--- src/rmf_pkg.sv ---
// Shared types and constants of the RGB 3x3 median filter.
package rmf_pkg;

  // Configuration register indexes.
  typedef enum logic [0:0] {
    CFG_FRAME_WIDTH  = 1'b0,
    CFG_FRAME_HEIGHT = 1'b1
  } cfg_idx_e;

  localparam int unsigned CFG_DATA_W   = 16;
  localparam int unsigned FW_BITS      = 11;
  localparam int unsigned FH_BITS      = 16;
  localparam int unsigned WIDTH_RESET  = 640;
  localparam int unsigned HEIGHT_RESET = 480;

  // Column queue between the front and the back.
  localparam int unsigned FIFO_DEPTH = 4;
  localparam int unsigned LEVEL_W    = $clog2(FIFO_DEPTH + 1);
  localparam int unsigned PTR_W      = $clog2(FIFO_DEPTH);

  // Per-column control that travels with each queued column.
  typedef struct packed {
    logic emit;    // this step produces an output pixel
    logic rclamp;  // right neighbor column is replicated from the center
    logic lclamp;  // left neighbor column is replicated from the center
    logic last;    // output pixel is the last of the frame
  } col_ctl_t;

endpackage

--- src/rmf_fifo.sv ---
// Short column queue between the front end and the median back end.
module rmf_fifo #(
  parameter int unsigned DW = 8
) (
  input  logic                        clk_i,
  input  logic                        rst_ni,
  input  logic                        push_i,
  input  logic [DW-1:0]               data_i,
  input  logic                        pop_i,
  output logic [DW-1:0]               data_o,
  output logic                        valid_o,
  output logic [rmf_pkg::LEVEL_W-1:0] level_o
);
  import rmf_pkg::*;

  logic [DW-1:0]      mem_q [FIFO_DEPTH];
  logic [PTR_W-1:0]   wr_q, rd_q;
  logic [LEVEL_W-1:0] level_q;

  always_ff @(posedge clk_i or negedge rst_ni) begin
    if (!rst_ni) begin
      wr_q    <= '0;
      rd_q    <= '0;
      level_q <= '0;
    end else begin
      if (push_i) begin
        wr_q <= wr_q + PTR_W'(1);
      end
      if (pop_i) begin
        rd_q <= rd_q + PTR_W'(1);
      end
      if (push_i && !pop_i) begin
        level_q <= level_q + LEVEL_W'(1);
      end else if (pop_i && !push_i) begin
        level_q <= level_q - LEVEL_W'(1);
      end
    end
  end

  always_ff @(posedge clk_i) begin
    if (push_i) begin
      mem_q[wr_q] <= data_i;
    end
  end

  assign data_o  = mem_q[rd_q];
  assign valid_o = (level_q != '0);
  assign level_o = level_q;

`ifndef SYNTHESIS
  a_no_overflow: assert property (@(posedge clk_i) disable iff (!rst_ni)
    push_i |-> ((32'(level_q) < FIFO_DEPTH) || pop_i))
    else $error("column queue overflow");
  a_no_underflow: assert property (@(posedge clk_i) disable iff (!rst_ni)
    pop_i |-> (level_q != '0))
    else $error("column queue underflow");
`endif

endmodule

--- config.mk ---
export PLATFORM = sky130hd
export DESIGN_NAME = rmf_fifo
export DESIGN_NICKNAME = d
export VERILOG_FILES = /design/src/rmf_pkg.sv /design/src/rmf_fifo.sv
export SDC_FILE = /design/constraint.sdc
export NUM_CORES = 1
export LEC_CHECK = 0
export BUFFER_PORTS_ARGS = -buffer_cell sky130_fd_sc_hd__buf_2
export CORE_MARGIN = 8
export CORE_UTILIZATION = 40
export DETAILED_ROUTE_END_ITERATION = 10
export SETUP_SLACK_MARGIN = 0.02
export SLEW_MARGIN = 20
export SYNTH_ARGS = -nofsm -noshare
export SYNTH_HDL_FRONTEND = slang
export SYNTH_SLANG_ARGS = --single-unit
--- constraint.sdc ---
create_clock -name clk_i -period 1.2 [get_ports clk_i]
set_input_delay 0.06 -clock clk_i [delete_from_list [all_inputs] [get_ports clk_i]]
set_output_delay 0.06 -clock clk_i [all_outputs]
set_load 0.02 [all_outputs]
# [After elaboration in Yosys (flattened, before gate mapping)]
# Memories as Yosys holds them, arrays and structs flattened.
# Index checks and enable logic that the tools add are counted.
# Widths: inputs -> output; s select.
[totals] reg_bits=7 latch_bits=0 mem_bits_rw=32 rom_bits=0 input_bits=12 n_memories=1
[memory_table] name="mem_q" depth=4 word_bits=8 rd=1 rd_ports_with_merged_regs=0 write_ports=1 line="rmf_fifo.sv:16" rtl="logic [DW-1:0] mem_q [FIFO_DEPTH];"
[op_classes] addsub=4 multipliers=0 div_mod_pow=0 n_lt_le_gt_ge=0 eq_ne=0 shifts=0 n_mux=4 bitwise_logic=0 reduce_logical=6
[op_table] cell="$mux 3" count=2
[op_table] cell="$add 2x1->2 const B" count=2
[op_table] cell="$add 3x1->3 const B" count=1
[op_table] cell="$reduce_bool 3->1" count=1
[op_table] cell="$sub 3x1->3 const B" count=1
[op_table] cell="$logic_and 1x1->1" count=2
[op_table] cell="$logic_not 1->1" count=2
[op_table] cell="$mux 1" count=2
[op_table] cell="$reduce_bool 2->1" count=1

# [Logic depth before layout (Yosys ltp)]
[depth] ltp_word=4 ltp_mapped=7 mapped_depth_nobuf=7

# [Worst setup path after synthesis]
# Ideal clock, no wire load.
[synth_timing] path_type="register to register" from="register level_q[0], in the netlist level_o[0]" to="register level_q[2], in the netlist level_o[2]" setup_ps=80 arrival_time_ps=1305 required_ps=1120 setup_slack_ps=-184 stages_incl_launch_ff=5 n_path_buf=0 period_less_slack_ps=1384 path_cell_list="dfrtp_1 > fa_1 > xor2_1 > nor2_1 > xor2_1"
[synth_via] elab_chain_cells=3
[synth_rtl] element="start, declared" line="rmf_fifo.sv:18" rtl="logic [LEVEL_W-1:0] level_q;"
[synth_rtl] element="start signal, assigned" line="rmf_fifo.sv:33" rtl="level_q <= level_q + LEVEL_W'(1);"
[synth_rtl] element="start signal, assigned" line="rmf_fifo.sv:35" rtl="level_q <= level_q - LEVEL_W'(1);"
[synth_rtl] element="$sub 3x1->3" line="rmf_fifo.sv:35"
[synth_rtl] element="$mux 3" line="rmf_fifo.sv:34" rtl="end else if (pop_i && !push_i) begin"
[synth_rtl] element="$mux 3 *" line="rmf_fifo.sv:32" rtl="if (push_i && !pop_i) begin"
# Mark *: on every way between the ends. The rest lies on a longest branch, timed or not. The select of a mux whose other input is x is not followed.
# A chain may end at the register's enable or synchronous reset.

# [Worst setup path after layout]
[layout_timing] from="register rd_q[0]" to="output port data_o[6]"
[layout_via] elab_chain_cells=1
[layout_rtl] element="start, declared" line="rmf_fifo.sv:17" rtl="logic [PTR_W-1:0] wr_q, rd_q;"
[layout_rtl] element="start signal, assigned" line="rmf_fifo.sv:30" rtl="rd_q <= rd_q + PTR_W'(1);"
[layout_rtl] element="$mem_v2 4x8"
[layout_rtl] element="end, declared" line="rmf_fifo.sv:10" rtl="output logic [DW-1:0] data_o,"
# Every way passes these cells.

==> results.yml <==
timing:
  layout_setup_ws_ns: -0.3318
  tightestPinTransition_ns: 0.2390
  holdWs_ns: 0.05621
  finalClockSkew_ns: 0.002446
  maxSlewViolCount: 0
  rsz0062_at_grt: "true"
  relSlewSlack_pct: 84.07
  setup_viol: 11
  finalHoldViolCount: 0
  finalWorstPathRequiredPeriod_ns: 1.532
  min_period_over_period_pct: 127.7
  setup_tns_ns: -2.991
  max_freq_ghz: 0.6528
cells_and_area:
  stdcell_count: 174
  area_growth_pct: 39.45
  final_nets: 143
  drive_gt1_share_pct: 52.38
  utilization_pct: 58.28
  antennaDiodeCount: 0
  final_cell_area_mm2: 0.002150
synth:
  postSynthAreaPerCell_um2: 20.55
  syn_nets: 93
  ys_seq_area_share_pct: 73.70
  synthDistinctLibCells: 16
  netlist_area_mm2: 0.001541
  ys_warn_count: 0
  ys_ff_latch: 39
  syn_inst: 75
run_status:
  outcome: "finished with violations"
  violations: "negative setup slack"
global_route:
  grt_usage_pct: 9.569
  overflow: 0
  grt_max_degree: 13
  grt_pass1_wl_mm: 4.333
  antenna_found_initial: 0
  grt_pass1_vias: 901
detailed_routing:
  met1_length_mm: 1.106
  drc: 0
  via_count: 815
  top_layer: "met4"
  wire_per_inst_um: 15.88
  antenna_left: 0
  wl_met2_mm: 1.468
  dr_wl_met3_um: 113
  wirelength_mm: 2.763
  drt-initial-drc-count: 45
  drt_first_pass_iters: 4
  viasPerCell: 4.684
placed_design:
  place.gp.congestion: 0.6623
  portBuffers: 23
  dp_cells: 152
  place_hpwl_mm: 1.798
  postPlaceCellArea_mm2: 0.001769
  place_worst_setup_slack_ns: -0.1138
clock_network:
  cts_buffers: 5
  cts_tree: "yes"
  path_clk_slew_ns: 0.07
  clk_path_buf_depth: 2
  clk_latency_ns: 0.28
  cts.sink_count: 39
  h-tree-depth: 2
  cts_root_buffer: "clkbuf_8"
worst_setup_path:
  worst_ep_arrival_time_ns: 1.47
  cp_cell_sequence: "buf_6 > mux4_2 > buf_6"
  worst_ep_required_time_ns: 1.14
  crit_path_start_kind: "register"
  critical-path-max-stage-delay_ns: 0.51
  cpMostUsedCell: "buf_6"
  crit_cells: 3
  crit_path_top_delay_cell: "mux4_2"
  critPathKind: "register to output pin"
  crit_path_end_kind: "output pin"
  cp_max_fo: 5
  path_delay_family: "multiplexers"
  reg2regPathDepth: 5
  critPathBufInv: 2
floorplan:
  core_mm2: 0.003689
  die_w_um: 78.08
  ios: 24
  die_area_mm2: 0.006096
  rows: 22
  start_util_pct: 41.79
  die_y_um: 78.08
power_and_ir_drop:
  p_per_area_mw_per_mm2: 2553
  finalPower_mw: 5.487
  vdd_ir_drop_max_uv: 1318
  p_leak_nw: 0.8221
min_path:
  hp-class: "input port to register"
  hold_path_depth: 3
run:
  maxCapViolCount: 0
==> per-layer routing <==
metal	up-vias	track usage, %
li1	381	-
met1	410	10.68
met2	17	15.49
met3	7	2.733
met4	0	6.667
met5	-	0
==> flip-flops by register name, indices dropped and copies added (netlist names) <==
signal and count:
rd_q 2, mem_q 32, level_o 3, wr_q 2
==> layout by cell type, fill, tap and decap left out <==
cell type	n
edfxtp_1	32
inv_4	1
dlygate4sd3_1	9
buf_2	14
mux4_2	8
mux2_4	1
inv_1	2
xnor2_1	2
buf_4	10
dfrtp_2	4
clkbuf_8	5
fa_2	1
xor2_1	4
ha_1	2
inv_2	1
o21ai_0	1
bufinv_16	2
clkbuf_1	1
or3_1	1
dfrtp_1	3
nand2_1	2
and2_4	4
buf_6	12
nor2_1	1
ha_4	3
==> worst paths after layout <==
check,from,end,slack (ns)
min in group asynchronous,rst_ni,level_o[2],0.13
worst min-delay path,pop_i,rd_q[0],0.06
worst min register to register,level_o[2],level_o[2],0.49
worst max-delay path,rd_q[0],data_o[6],-0.33
max in group asynchronous,rst_ni,rd_q[1],0.90
worst max register to register,level_o[1],level_o[2],-0.12
==> cells in the mapped netlist (all sizes together) <==
library cell | number | area share, %
edfxtp | 32 | 62
mux4 | 8 | 12
dfrtp | 7 | 11
ha | 5 | 4.1
and2 | 4 | 1.6
inv | 4 | 0.97
xor2 | 4 | 2.3
buf | 2 | 1.1
nand2 | 2 | 0.49
xnor2 | 2 | 1.1
fa | 1 | 1.3
mux2 | 1 | 0.73
nor2 | 1 | 0.24
o21ai | 1 | 0.32
or3 | 1 | 0.41
==> cells by family (layout without fill, tap and decap cells) <==
group | after synthesis | in the layout | synth area share [%]
flip-flops | 39 | 39 | 73.70
multiplexers | 9 | 9 | 12.42
XOR/XNOR | 6 | 6 | 3.409
AND/OR/NAND/NOR | 8 | 8 | 2.760
buffers and inverters | 6 | 57 | 2.029
AO/OA/AOI/OAI | 1 | 1 | 0.3244
adder cells (fa/ha/maj) | 6 | 6 | 5.357
==> final cells by class <==
class                           instances  area (µm²)
Clock buffer                            6       72.57
Clock inverter                          2       60.06
Fill cell                             291        1539
Inverter                                4       17.52
Multi-Input combinational cell         30       427.9
Sequential cell                        39        1141
Tap cell                               48       60.06
Timing Repair Buffer                   45       370.4
==> where the power goes <==
part           switching, mW  total, mW  internal, mW  leakage, nW
Clock                  0.430       1.26         0.831       0.0654
Sequential             0.215       2.04          1.83        0.372
Combinational          0.984       2.18          1.20        0.385
Total                   1.63       5.49          3.86        0.822
==> tightest hold or removal path: stages <==
cell	delay, ns
buf_2	0.09
buf_4	0.10
xor2_1	0.05
==> repair_timing <==
action / CTS / global route
hold endpoints to repair: 39 / 0
setup buffers: 2 / 3
endpoints found under the setup margin: 43 / 43
gates resized for setup: 28 / 10
pin swaps: 3 / 3
hold buffers: 9 / 0
Power figures use the tool's default switching activity.
