<file path="src/rmf_pkg.sv">
// Shared types and constants of the RGB 3x3 median filter.
package rmf_pkg;

  // Configuration register indexes.
  typedef enum logic [0:0] {
    CFG_FRAME_WIDTH  = 1'b0,
    CFG_FRAME_HEIGHT = 1'b1
  } cfg_idx_e;

  localparam int unsigned CFG_DATA_W   = 16;
  localparam int unsigned FW_BITS      = 11;
  localparam int unsigned FH_BITS      = 16;
  localparam int unsigned WIDTH_RESET  = 640;
  localparam int unsigned HEIGHT_RESET = 480;

  // Column queue between the front and the back.
  localparam int unsigned FIFO_DEPTH = 4;
  localparam int unsigned LEVEL_W    = $clog2(FIFO_DEPTH + 1);
  localparam int unsigned PTR_W      = $clog2(FIFO_DEPTH);

  // Per-column control that travels with each queued column.
  typedef struct packed {
    logic emit;    // this step produces an output pixel
    logic rclamp;  // right neighbor column is replicated from the center
    logic lclamp;  // left neighbor column is replicated from the center
    logic last;    // output pixel is the last of the frame
  } col_ctl_t;

endpackage

</file>
<file path="src/rmf_back.sv">
// Back end: 3x3 window of columns and the pipelined per-channel median.
module rmf_back #(
  parameter int unsigned CHANNEL_BITS = 16
) (
  input  logic                      clk_i,
  input  logic                      rst_ni,
  input  logic                      fifo_valid_i,
  input  logic [9*CHANNEL_BITS-1:0] col_i,
  input  rmf_pkg::col_ctl_t         ctl_i,
  output logic                      pop_o,
  output logic                      out_valid_o,
  input  logic                      out_ready_i,
  output logic [CHANNEL_BITS-1:0]   red_o,
  output logic [CHANNEL_BITS-1:0]   green_o,
  output logic [CHANNEL_BITS-1:0]   blue_o,
  output logic                      frame_end_o
);
  import rmf_pkg::*;

  localparam int unsigned CB = CHANNEL_BITS;

  function automatic logic [CB-1:0] min2(input logic [CB-1:0] a, input logic [CB-1:0] b);
    return (a < b) ? a : b;
  endfunction

  function automatic logic [CB-1:0] max2(input logic [CB-1:0] a, input logic [CB-1:0] b);
    return (a < b) ? b : a;
  endfunction

  function automatic logic [CB-1:0] med3(input logic [CB-1:0] a, input logic [CB-1:0] b,
                                         input logic [CB-1:0] c);
    return max2(min2(a, b), min2(max2(a, b), c));
  endfunction

  logic          en;
  logic [CB-1:0] n_px [3][3];   // row, channel
  logic [CB-1:0] p1_q [3][3];
  logic [CB-1:0] p2_q [3][3];
  logic [CB-1:0] win_q [3][3][3];  // column, row, channel
  logic [CB-1:0] sb_q [3][3][3];   // channel, column, rank
  logic [CB-1:0] sc_q [3][3];      // channel, rank
  logic [CB-1:0] out_q [3];
  logic          wv_q, bv_q, cv_q, out_valid_q;
  logic          wl_q, bl_q, cl_q, ol_q;

  assign en    = !out_valid_q || out_ready_i;
  assign pop_o = en && fifo_valid_i;

  always_comb begin
    for (int r = 0; r < 3; r++) begin
      for (int ch = 0; ch < 3; ch++) begin
        n_px[r][ch] = col_i[(r*3+ch)*CB +: CB];
      end
    end
  end

  always_ff @(posedge clk_i or negedge rst_ni) begin
    if (!rst_ni) begin
      wv_q        <= 1'b0;
      bv_q        <= 1'b0;
      cv_q        <= 1'b0;
      out_valid_q <= 1'b0;
    end else if (en) begin
      wv_q        <= pop_o && ctl_i.emit;
      bv_q        <= wv_q;
      cv_q        <= bv_q;
      out_valid_q <= cv_q;
    end
  end

  always_ff @(posedge clk_i) begin
    if (pop_o) begin
      for (int r = 0; r < 3; r++) begin
        for (int ch = 0; ch < 3; ch++) begin
          p2_q[r][ch]     <= p1_q[r][ch];
          p1_q[r][ch]     <= n_px[r][ch];
          win_q[0][r][ch] <= ctl_i.lclamp ? p1_q[r][ch] : p2_q[r][ch];
          win_q[1][r][ch] <= p1_q[r][ch];
          win_q[2][r][ch] <= ctl_i.rclamp ? p1_q[r][ch] : n_px[r][ch];
        end
      end
      wl_q <= ctl_i.last;
    end
    if (en) begin
      for (int ch = 0; ch < 3; ch++) begin
        for (int c = 0; c < 3; c++) begin
          sb_q[ch][c][0] <= min2(min2(win_q[c][0][ch], win_q[c][1][ch]), win_q[c][2][ch]);
          sb_q[ch][c][1] <= med3(win_q[c][0][ch], win_q[c][1][ch], win_q[c][2][ch]);
          sb_q[ch][c][2] <= max2(max2(win_q[c][0][ch], win_q[c][1][ch]), win_q[c][2][ch]);
        end
        sc_q[ch][0] <= max2(max2(sb_q[ch][0][0], sb_q[ch][1][0]), sb_q[ch][2][0]);
        sc_q[ch][1] <= med3(sb_q[ch][0][1], sb_q[ch][1][1], sb_q[ch][2][1]);
        sc_q[ch][2] <= min2(min2(sb_q[ch][0][2], sb_q[ch][1][2]), sb_q[ch][2][2]);
        out_q[ch]   <= med3(sc_q[ch][0], sc_q[ch][1], sc_q[ch][2]);
      end
      bl_q <= wl_q;
      cl_q <= bl_q;
      ol_q <= cl_q;
    end
  end

  assign out_valid_o = out_valid_q;
  assign red_o       = out_q[0];
  assign green_o     = out_q[1];
  assign blue_o      = out_q[2];
  assign frame_end_o = ol_q;

endmodule

</file>
<file path="config.mk">
export PLATFORM = sky130hd
export DESIGN_NAME = rmf_back
export DESIGN_NICKNAME = d
export VERILOG_FILES = /design/src/rmf_pkg.sv /design/src/rmf_back.sv
export SDC_FILE = /design/constraint.sdc
export NUM_CORES = 2
export LEC_CHECK = 0
export BUFFER_PORTS_ARGS = -buffer_cell sky130_fd_sc_hd__buf_2
export CAP_MARGIN = 5
export CORE_ASPECT_RATIO = 1.2
export CORE_UTILIZATION = 60
export DETAILED_ROUTE_END_ITERATION = 6
export PLACE_DENSITY_LB_ADDON = 0.2
export SETUP_SLACK_MARGIN = 0.1
export SKIP_LAST_GASP = 1
export SYNTH_ARGS = -nofsm -noshare
export SYNTH_HDL_FRONTEND = slang
export SYNTH_SLANG_ARGS = --single-unit
</file>
<file path="constraint.sdc">
create_clock -name clk_i -period 133.7 [get_ports clk_i]
set_input_delay 26.74 -clock clk_i [delete_from_list [all_inputs] [get_ports clk_i]]
set_output_delay 26.74 -clock clk_i [all_outputs]
set_load 0.05 [all_outputs]
</file>
Word level (Yosys, flattened, before mapping)

Memory sizes are Yosys's and may differ from the RTL's.
Index checks and enable logic that the tools add are counted.

Reduce and logical (&&, ||, !) cells: 4
$lt $le $gt $ge: 66
Mux-type cells: 112

Operators with widths:

| cell                        | number |
|---|---|
| 16-bit 2-to-1 mux           | 108 |
| 16-bit less-than comparator | 66 |
| 1-bit 2-to-1 mux            | 4 |
| 1-bit logical AND           | 2 |
| 1-bit logical NOT           | 1 |
| 1-bit logical OR            | 1 |

Memory bits (writable): 1,344
Memories: 6
Register bits: 8
Input port bits: 152

Memories:

| name  | words | width | read ports | clocked after Yosys merged registers in | write ports | line           | source |
|---|---|---|---|---|---|---|---|
| sb_q  | 3     | 144   | 3          | 0                                       | 3           | rmf_back.sv:40 | `logic [CB-1:0] sb_q [3][3][3];` |
| win_q | 3     | 144   | 3          | 0                                       | 3           | rmf_back.sv:39 | `logic [CB-1:0] win_q [3][3][3];` |
| p1_q  | 3     | 48    | 3          | 0                                       | 3           | rmf_back.sv:37 | `logic [CB-1:0] p1_q [3][3];` |
| p2_q  | 3     | 48    | 3          | 0                                       | 3           | rmf_back.sv:38 | `logic [CB-1:0] p2_q [3][3];` |
| sc_q  | 3     | 48    | 3          | 0                                       | 3           | rmf_back.sv:41 | `logic [CB-1:0] sc_q [3][3];` |
| out_q | 3     | 16    | 3          | 0                                       | 3           | rmf_back.sv:42 | `logic [CB-1:0] out_q [3];` |

Logic depth before layout (Yosys ltp)

An unclocked memory read counts as a cell.

Depth after elaboration: 7
Mapped depth: 32
Depth with buffers taken out: 29

Least setup slack after synthesis

No wires, ideal clock.

Path type: input port to output port
Start point: input port out_ready_i
End point: output port pop_o
Path slack: 48.754 ns
Data required time: 106.960 ns
Data arrival time: 58.206 ns
Buffers on the path: 1
Stages: 3
Cell sequence: nand2b_1 > clkbuf_1 > and2_1

Word-level cells in the longest chain between the ends: 2

Ends and longest elaborated chain:

| what              | line           | source |
|---|---|---|
| from (decl)       | rmf_back.sv:12 | `input logic out_ready_i,` |
| 1-bit logical OR  | rmf_back.sv:46 | `assign en = !out_valid_q \|\| out_ready_i;` |
| 1-bit logical AND | rmf_back.sv:47 | `assign pop_o = en && fifo_valid_i;` |
| to (decl)         | rmf_back.sv:10 | `output logic pop_o,` |

No other way between the ends.

Worst setup path in the final report

Ends and elaborated chain as after synthesis.

==> impl_metrics.sql <==
INSERT INTO impl_metrics (metric_group, metric, value, unit) VALUES
('outcome', 'outcome', 'finished clean', ''),
('clock_network', 'cts_hold_repair.buffers', '0', ''),
('floorplanning', 'fp.dieW', '335', 'µm'),
('timing', 'grt_setup_unrepaired', 'false', ''),
('timing', 'final_min_period_over_clock_period', '41.1', '%'),
('clock_network', 'clk_path_buf_depth', '3', ''),
('detailed_routing', 'viasPerCell', '6.12', ''),
('timing', 'maxClockFrequency', '0.0182', 'GHz'),
('global_route', 'grtUsageTotal', '33.6', '%'),
('logic_synthesis', 'mappedNetlistNets', '8415', ''),
('clock_network', 'clock_tree_from_tritoncts', 'built', ''),
('clock_network', 'clkSinkCount', '1208', ''),
('logic_synthesis', 'synth.yosys.seq_area_share', '45.5', '%'),
('setup_path', 'cell_with_the_biggest_individual_delay_on_the_critical_path', 'and2_4', ''),
('place', 'place.gp.congestion', '0.979', ''),
('place', 'place.detailed.hpwl', '182', 'mm'),
('global_route', 'grt_antenna_before_repair', '10', ''),
('setup_path', 'cp_data_arrival_time', '28.16', 'ns'),
('detailed_routing', 'detail-route-antenna-nets', '0', ''),
('logic_synthesis', 'synth.ff_latch_count', '1208', ''),
('setup_path', 'worstPathMaxFanout', '42', ''),
('clock_network', 'cts_made_buffers', '133', ''),
('layout', 'layout-drive-gt1-share', '15.7', '%'),
('setup_path', 'cp.required', '106.96', 'ns'),
('logic_synthesis', 'synth_top_cell_by_area', 'edfxtp_1', ''),
('timing', 'report.final.hold_viol_count', '0', ''),
('min_path', 'worstHoldPathCells', '0', ''),
('logic_synthesis', 'postSynth.asyncResetShare', '0.331', '%'),
('clock_network', 'number_of_instances_resized_during_post_cts_repair', '0', ''),
('min_path', 'whs_endpoint', 'cl_q$_DFFE_PN_', ''),
('timing', 'setup_tns', '0', 'ns'),
('min_path', 'worstHoldStart', 'bl_q$_DFFE_PN_', ''),
('place', 'placedCellCount', '9066', ''),
('timing', 'hold_ws', '0.432', 'ns'),
('clock_network', 'cts_post_setup_buffers_inserted', '0', ''),
('layout', 'flow.area_growth_from_synthesis', '9.17', '%'),
('clock_network', 'cts.reportedPaths.clkPinSlew', '0.05', 'ns'),
('layout', 'final_net_count', '8567', ''),
('global_route', 'grt_first_pass_wirelength', '333', 'mm'),
('detailed_routing', 'routed-wl-met2', '110', 'mm'),
('setup_path', 'worstSetupPathDepth', '4', ''),
('setup_path', 'ff2ff_setup_slack', '123.32', 'ns'),
('job', 'max_cap_viol_count', '0', ''),
('setup_path', 'crit_type', 'in -> out', ''),
('clock_network', 'cts.htree.levels', '4', ''),
('layout', 'layout_common_cells', 'edfxtp_1, ha_1, inv_1', ''),
('setup_path', 'worst_r2r_path_depth', '27', ''),
('setup_path', 'critical_path.startpoint_type', 'input port', ''),
('detailed_routing', 'topRoutingLayerUsed', 'met5', ''),
('setup_path', 'setup.worst_path.end_class', 'primary output', ''),
('detailed_routing', 'wire_length_after_detailed_routing', '227', 'mm'),
('detailed_routing', 'drt_pre_antenna_iters', '7', ''),
('floorplanning', 'initial_utilization', '60.4', '%'),
('floorplanning', 'num_rows', '146', ''),
('detailed_routing', 'route.detailed.drc', '0', ''),
('setup_path', 'timing.critical_path.buf_inv', '2', ''),
('detailed_routing', 'routedLengthMet1', '87.7', 'mm'),
('logic_synthesis', 'synth_ff_type', 'edfxtp_1', ''),
('timing', 'fin_skew', '0.0272', 'ns'),
('floorplanning', 'top_level_ports', '203', ''),
('global_route', 'largest_net_degree_at_the_start_of_global_routing', '157', ''),
('layout', 'instances_no_fill', '9314', ''),
('setup_path', 'critPathTopFamily', 'simple AND/OR/NAND/NOR gates', ''),
('logic_synthesis', 'postSynthAreaPerCell', '10.9', 'µm²'),
('logic_synthesis', 'synth_area_leaders', 'edfxtp_1, ha_1, mux2_2', ''),
('logic_synthesis', 'syn_area', '79600', 'µm²'),
('detailed_routing', 'met3_length', '13.0', 'mm'),
('setup_path', 'crit_path_cell_trace', 'buf_2 > nand2b_4 > and2_4 > buf_2', ''),
('timing', 'min_period', '54.90', 'ns'),
('floorplanning', 'die_height', '401', 'µm'),
('timing', 'slew_headroom', '13.6', '%');
[cells in the mapped netlist, types with 5 or more instances]
cell type / instances
edfxtp_1: 1204
ha_1: 990
inv_1: 772
mux2_2: 650
a21oi_1: 571
o21ai_0: 558
nand2_1: 557
nor2_1: 419
mux2i_1: 327
a21o_1: 184
clkbuf_1: 178
nand4_1: 121
nand2b_1: 54
nand3_1: 53
a211oi_1: 52
nor3_1: 43
buf_2: 40
nor2b_1: 39
o21a_1: 39
o211ai_1: 37
and4_1: 29
a2111oi_0: 20
a31oi_1: 20
nor4_1: 20
a211o_1: 17
buf_1: 17
o21ai_1: 17
a221oi_1: 16
o2111ai_1: 16
or3_1: 15
and3_1: 14
or2_2: 12
and2_1: 10
mux2_1: 10
a41oi_1: 9
a221o_1: 8
o31ai_1: 8
buf_4: 7
nor3b_1: 7
o21bai_1: 7
or4_1: 6
nand3b_1: 5
o221ai_1: 5
o311a_1: 5
[kinds of logic (layout without fill, tap and decap cells)]
family | Yosys count | after routing | synth area share (%)
other | 0 | 8 | 0
multiplexers | 987 | 987 | 13.4
flip-flops | 1208 | 1208 | 45.5
AO/OA/AOI/OAI | 1648 | 1648 | 12.4
buffers and inverters | 1017 | 1274 | 4.92
adder cells (fa/ha/maj) | 990 | 990 | 15.6
AND/OR/NAND/NOR | 1423 | 1423 | 8.18
[through the flow]
stage          utilization [%]  area (µm²)  worst slack [ns]
6_report                  65.9       86900             78.80
5_1_grt                   65.9       86900             78.68
4_1_cts                   65.9       86900             78.76
3_5_place_dp              62.6       82600             78.76
3_3_place_gp              62.6       82600             78.82
2_1_floorplan                -       79600             48.75
[worst max path at each step]
stage | start | endpoint
CTS | out_ready_i | pop_o
finish | out_ready_i | pop_o
global placement | out_ready_i | pop_o
global route | out_ready_i | pop_o
detailed placement | out_ready_i | pop_o
floorplan | out_ready_i | pop_o
[layout make-up]
| type | instances | area [µm²] | area share, % |
|---|---|---|---|
| diodes | 8 | 20.0 | 0.0230 |
| flip-flops and latches | 1208 | 36300 | 41.7 |
| inverters | 772 | 2900 | 3.33 |
| multi-input cells | 5048 | 39700 | 45.7 |
| clock inverters | 82 | 858 | 0.987 |
| repair buffers | 262 | 1490 | 1.71 |
| clock buffers | 158 | 3460 | 3.98 |
| well taps | 1776 | 2220 | 2.56 |
[metal layers]
layer	global-route usage, %	vias to the layer above
met2	57.0	1900
met1	40.0	27400
met5	0	-
met4	22.3	4
met3	4.10	522
li1	-	27200
[registers in the layout (all words and copies together) (netlist names)]
signal / cells
frame_end_o: 1
bv_q: 1
out_valid_o: 1
cl_q: 1
cv_q: 1
win_q: 432
sb_q: 432
sc_q: 144
p1_q: 144
out_q: 48
bl_q: 1
wl_q: 1
wv_q: 1
Power is left out: the tool's default activity adds up to more than one toggle a clock period on the data nets, which glitch-free logic cannot reach.
